`src/design/assert_macros.svh`:
```
// Assertion macros used by the region table datapath
`ifndef ASSERT_MACROS_SVH
`define ASSERT_MACROS_SVH
// Clocked assertion, disabled during reset
`define STRT_ASSERT(lbl, prop, msg) \
  lbl: assert property (@(posedge clk) disable iff (!rst_n) (prop)) else $error(msg);
// Clocked implication, disabled during reset
`define STRT_ASSERT_IMP(lbl, ante, cons, msg) \
  lbl: assert property (@(posedge clk) disable iff (!rst_n) (ante) |=> (cons)) \
    else $error(msg);
`endif

```
`src/design/strt_pkg.sv`:
```
// Shared types, codes and sequence compare functions of the region table
`default_nettype none
package strt_pkg;
  localparam int MAX_REGIONS_DEF = 16;
  localparam int COUNT_WIDTH_DEF = 16;

  localparam logic [1:0] OP_RECORD = 2'd0;
  localparam logic [1:0] OP_LOOKUP = 2'd1;
  localparam logic [1:0] OP_CLEAR  = 2'd2;

  localparam logic [1:0] ST_OK       = 2'd0;
  localparam logic [1:0] ST_NOTFOUND = 2'd1;
  localparam logic [1:0] ST_FULL     = 2'd2;
  localparam logic [1:0] ST_BAD      = 2'd3;

  typedef struct packed {
    logic start;
    logic proc;
    logic fin;
    logic done;
  } strt_cmd_t;

  typedef struct packed {
    logic early;
    logic adv;
    logic stop;
    logic at_end;
    logic out_free;
  } strt_sts_t;

  function automatic logic seq_lt(input logic [31:0] a, input logic [31:0] b);
    logic [31:0] d;
    d = a - b;
    return d[31];
  endfunction

  function automatic logic seq_le(input logic [31:0] a, input logic [31:0] b);
    return (a == b) || seq_lt(a, b);
  endfunction
endpackage
`default_nettype wire

```
`src/design/strt_ctrl.sv`:
```
// Controller state machine sequencing the entry scan of one operation
`default_nettype none
module strt_ctrl (
  input  wire logic                clk,
  input  wire logic                rst_n,
  input  wire logic                in_valid,
  output logic                     in_ready,
  input  wire strt_pkg::strt_sts_t sts,
  output strt_pkg::strt_cmd_t      cmd
);
  import strt_pkg::*;

  typedef enum logic [2:0] {S_IDLE, S_READ, S_PROC, S_FIN, S_DONE} state_t;
  state_t state_r, state_nxt;

  always_comb begin
    state_nxt = state_r;
    cmd = '0;
    in_ready = (state_r == S_IDLE);
    case (state_r)
      S_IDLE: begin
        if (in_valid) begin
          cmd.start = 1'b1;
          state_nxt = sts.early ? S_DONE : S_READ;
        end
      end
      S_READ: begin
        state_nxt = sts.at_end ? S_FIN : S_PROC;
      end
      S_PROC: begin
        cmd.proc = 1'b1;
        if (sts.stop) begin
          state_nxt = S_DONE;
        end else if (sts.adv) begin
          state_nxt = S_READ;
        end
      end
      S_FIN: begin
        cmd.fin = 1'b1;
        state_nxt = S_DONE;
      end
      S_DONE: begin
        if (sts.out_free) begin
          cmd.done = 1'b1;
          state_nxt = S_IDLE;
        end
      end
      default: state_nxt = S_IDLE;
    endcase
  end

  always_ff @(posedge clk) begin
    if (!rst_n) begin
      state_r <= S_IDLE;
    end else begin
      state_r <= state_nxt;
    end
  end
endmodule
`default_nettype wire

```
`config.mk`:
```
export PLATFORM = sky130hd
export DESIGN_NAME = strt_ctrl
export DESIGN_NICKNAME = d
export VERILOG_FILES = /design/src/design/assert_macros.svh /design/src/design/strt_pkg.sv /design/src/design/strt_ctrl.sv
export SDC_FILE = /design/constraint.sdc
export NUM_CORES = 1
export LEC_CHECK = 0
export BUFFER_PORTS_ARGS = -buffer_cell sky130_fd_sc_hd__buf_4
export CAP_MARGIN = 20
export CORE_AREA = 2 2 39 41
export CTS_BUF_LIST = sky130_fd_sc_hd__clkbuf_16
export DETAILED_ROUTE_END_ITERATION = 10
export DIE_AREA = 0 0 41 43
export PLACE_DENSITY = 0.34
export SYNTH_ARGS = -nofsm -noshare
export SYNTH_HDL_FRONTEND = slang
export SYNTH_SLANG_ARGS = --single-unit
export TNS_END_PERCENT = 30
```
`constraint.sdc`:
```
create_clock -name clk -period 2.3 [get_ports clk]
set_clock_uncertainty 0.1 [all_clocks]
set_input_delay 0.23 -clock clk [delete_from_list [all_inputs] [get_ports clk]]
set_output_delay 0.23 -clock clk [all_outputs]
set_load 0.02 [all_outputs]
```
Word level (Yosys, flattened, before mapping)
Cells that the tools add are included.

cells by class
  eq/ne operators = 7
  mux-type cells = 13
  reduce and logical (&&, ||, !) cells = 2

operators with widths
  operator                                       number
  two-way mux 3 bit                              5
  one-hot mux 3 bit (5 select lines)             1
  two-way mux 1 bit                              7
  == test 3 x 2 -> 1 bit, second input constant  2
  != test 2 bit, second input constant           2
  == test 3 x 1 -> 1 bit, second input constant  1
  == test 3 bit, second input constant           1
  zero test 3 bit                                1
  != test 3 bit, second input constant           1
  AND reduction 3 bit                            1

storage, ports and cells
  bits in registers = 3
  input port bits = 8
  output and inout bits = 5
  word-level logic and storage cells = 23

Longest topological paths before layout
  word-level depth = 3
  mapped depth = 4
  depth with buffers taken out = 3

Worst setup path after synthesis
Ideal clock, no wire load.

  path kind = register -> output
  start point = register state_r[1]
  end point = output port cmd[2] (netlist name)
  arrival time = 1.055 ns
  slack = 0.915 ns
  stages on the path, launching flop included = 3
  buffers on the path = 1
  cell sequence = dfxtp_1 -> buf_2 -> nor3b_1

RTL lines
  element                   RTL line         text
  start: declaration        strt_ctrl.sv:14  state_t state_r, state_nxt;
  start signal: assignment  strt_ctrl.sv:56  state_r <= state_nxt;
  end: declaration          strt_ctrl.sv:9   output strt_pkg::strt_cmd_t cmd

==> impl_metrics.json <==
{
  "via_per_inst": 4.11,
  "layout_min_cycle_time_ns": 1.51,
  "wl_um": 559,
  "post_cts_buffers": 0,
  "num_antenna_cells": 0,
  "area_delta_synth_final_pct": 76.7,
  "postCtsHoldBufs": 0,
  "final-instance-count-excl-fill": 55,
  "cts_resized": 0,
  "coreArea_sq_um": 1380,
  "async_flop_share_pct": 0,
  "synth.largest_area_cell": "dfxtp_1",
  "antenna_found_initial": 0,
  "syn-num-nets": 33,
  "grt_pass1_wl_um": 876,
  "cts_sinks": 3,
  "max_slew_margin_pct": 71.2,
  "cts_buffers": 3,
  "worstSetupPathType": "reg2out",
  "grt_start_max_net_pins": 13,
  "end_kind": "primary output",
  "die_w_um": 41,
  "drv_cap": 0,
  "clk_path_buf_depth": 2,
  "startpoint_type": "flip-flop",
  "p_leak_nw": 0.169,
  "setup_viol": 0,
  "postSynthAreaPerCell_sq_um": 9.01,
  "grtUsageTotal_pct": 8.32,
  "place_hpwl_um": 425,
  "cts_tree": "built",
  "yosys_warnings": 0,
  "syn_area_sq_um": 225,
  "drive_gt1_share_pct": 48.7,
  "fin_nets": 48,
  "ys_ff_latch": 3,
  "die-height_um": 43,
  "ys_top_cells_by_area": "dfxtp_1, nor3_1, a2111oi_2",
  "place_congestion": 0.674,
  "irDropWorstVdd_mv": 0.430,
  "min_path_type": "in2reg",
  "clk_latency_ns": 0.22,
  "rows": 14,
  "worstPathRequired_ns": 1.97,
  "die_area_sq_um": 1760,
  "path_cells": "and3b_2, buf_4",
  "rsz0062_at_grt": "false",
  "tightest_slew_ns": 0.432,
  "finalSetupTns_ns": 0,
  "synth-main-ff-cell": "dfxtp_1",
  "grt_pass1_vias": 200,
  "status": "complete, no violations",
  "largest-register": "state_r",
  "yosysSeqAreaShare_pct": 26.7,
  "reg_top3": "state_r x3",
  "ys_types": 17,
  "maxSlewViolCount": 0,
  "crit_fanout": 12,
  "fin_crit_sh_pct": 65.8,
  "vias": 226,
  "first_pass_iters": 2,
  "overflow": 0,
  "synth.top_cell.area_share_pct": 26.7,
  "p_per_area_nw_per_um2": 984,
  "place_ws_ns": 0.984,
  "avgRoutedWirePerCell_um": 10.2,
  "dp_cells": 51,
  "hold_violations": 0,
  "clk_pin_slew_ns": 0.03,
  "fmax_mhz": 660,
  "ant_nets": 0,
  "synth_edf_count": 0,
  "h-tree-depth": 1,
  "drt_iter0_markers": 1,
  "slowest_stage": "dfxtp_1",
  "start_util_pct": 16.3,
  "arrival_ns": 1.18,
  "critical_path.max_stage_delay_ns": 0.57,
  "fin_ws_ns": 0.786,
  "io_buffer_count": 12,
  "pin_count": 13,
  "postSynthCellCount": 25,
  "largest_reg_flops": 3,
  "post-route-drc-count": 0,
  "cts_root_buf": "clkbuf_16"
}
==> synthesized netlist by cell type, types with 2 or more instances <==
cell type,n
nor3_1,4
dfxtp_1,3
nand2_1,2
nor2_1,2
nor3b_1,2
==> final cells by class <==
class,count,area [sq um]
Fill cell,148,986
Multi-Input combinational cell,20,149
Timing Repair Buffer,12,90.1
Clock buffer,3,75.1
Sequential cell,3,60.1
Tap cell,16,20.0
Clock inverter,1,3.75
==> worst paths after layout <==
kind / start / to / slack, ns / cells past startpoint
max: state_r[0] / cmd[1] / 0.79 / 2
min: rst_n / state_r[2] / 0.13 / 2
max reg2reg: state_r[0] / state_r[0] / 0.98 / 2
min reg2reg: state_r[1] / state_r[1] / 0.60 / 2
==> metrics by stage <==
step                power, W  hold WS, ns  util, %  instance area [sq um]
floorplan           0.000101        0.258        -                    225
global placement    0.000123        0.361     23.1                    319
detailed placement  0.000123        0.367     23.1                    319
CTS                 0.000399        0.136     28.8                    398
global route        0.000412        0.136     28.8                    398
finish              0.000391        0.134     28.8                    398
==> placed cells by master (no fill, tap or decap) <==
master / n
a2111oi_2: 1
and3b_2: 1
inv_1: 1
o31a_1: 1
nand2_1: 2
clkbuf_16: 3
dfxtp_1: 3
nor3_1: 4
mux2i_1: 1
nor3b_1: 2
nor4b_1: 1
and2_1: 1
nor2_4: 1
nor4b_2: 1
nand2b_1: 1
nor2_1: 2
buf_4: 12
a211oi_1: 1
==> cell families (layout without fill, tap and decap cells) <==
group / Yosys count / count (layout) / share of synthesized area [%]
DFF: 3 / 3 / 26.7
buffers and inverters: 2 / 16 / 7.22
and+or+nand+nor: 16 / 16 / 47.8
AOI/OAI and AO/OA: 3 / 3 / 13.9
muxes: 1 / 1 / 4.44
==> metal layers <==
metal  GRT usage, %  wire [um]  vias to the layer above
met5              0          0                        -
met4           10.0         33                        0
met3           3.14         28                        4
met2           10.0        275                        5
met1           9.62        221                       98
li1               -          -                      119
==> where the power goes <==
group	internal [W]	switching, W	total, W
Sequential	0.0000565	0.0000110	0.0000675
Combinational	0.0000297	0.0000245	0.0000542
Clock	0.000224	0.0000458	0.000270
Total	0.000310	0.0000813	0.000391
==> critical path, delay by kind of cell, from the launching register on <==
kind / cells / cell delay [ns]
simple gates: 1 / 0.26
flops: 1 / 0.57
buf+inv: 1 / 0.13
(Power assumes the default switching activity.)
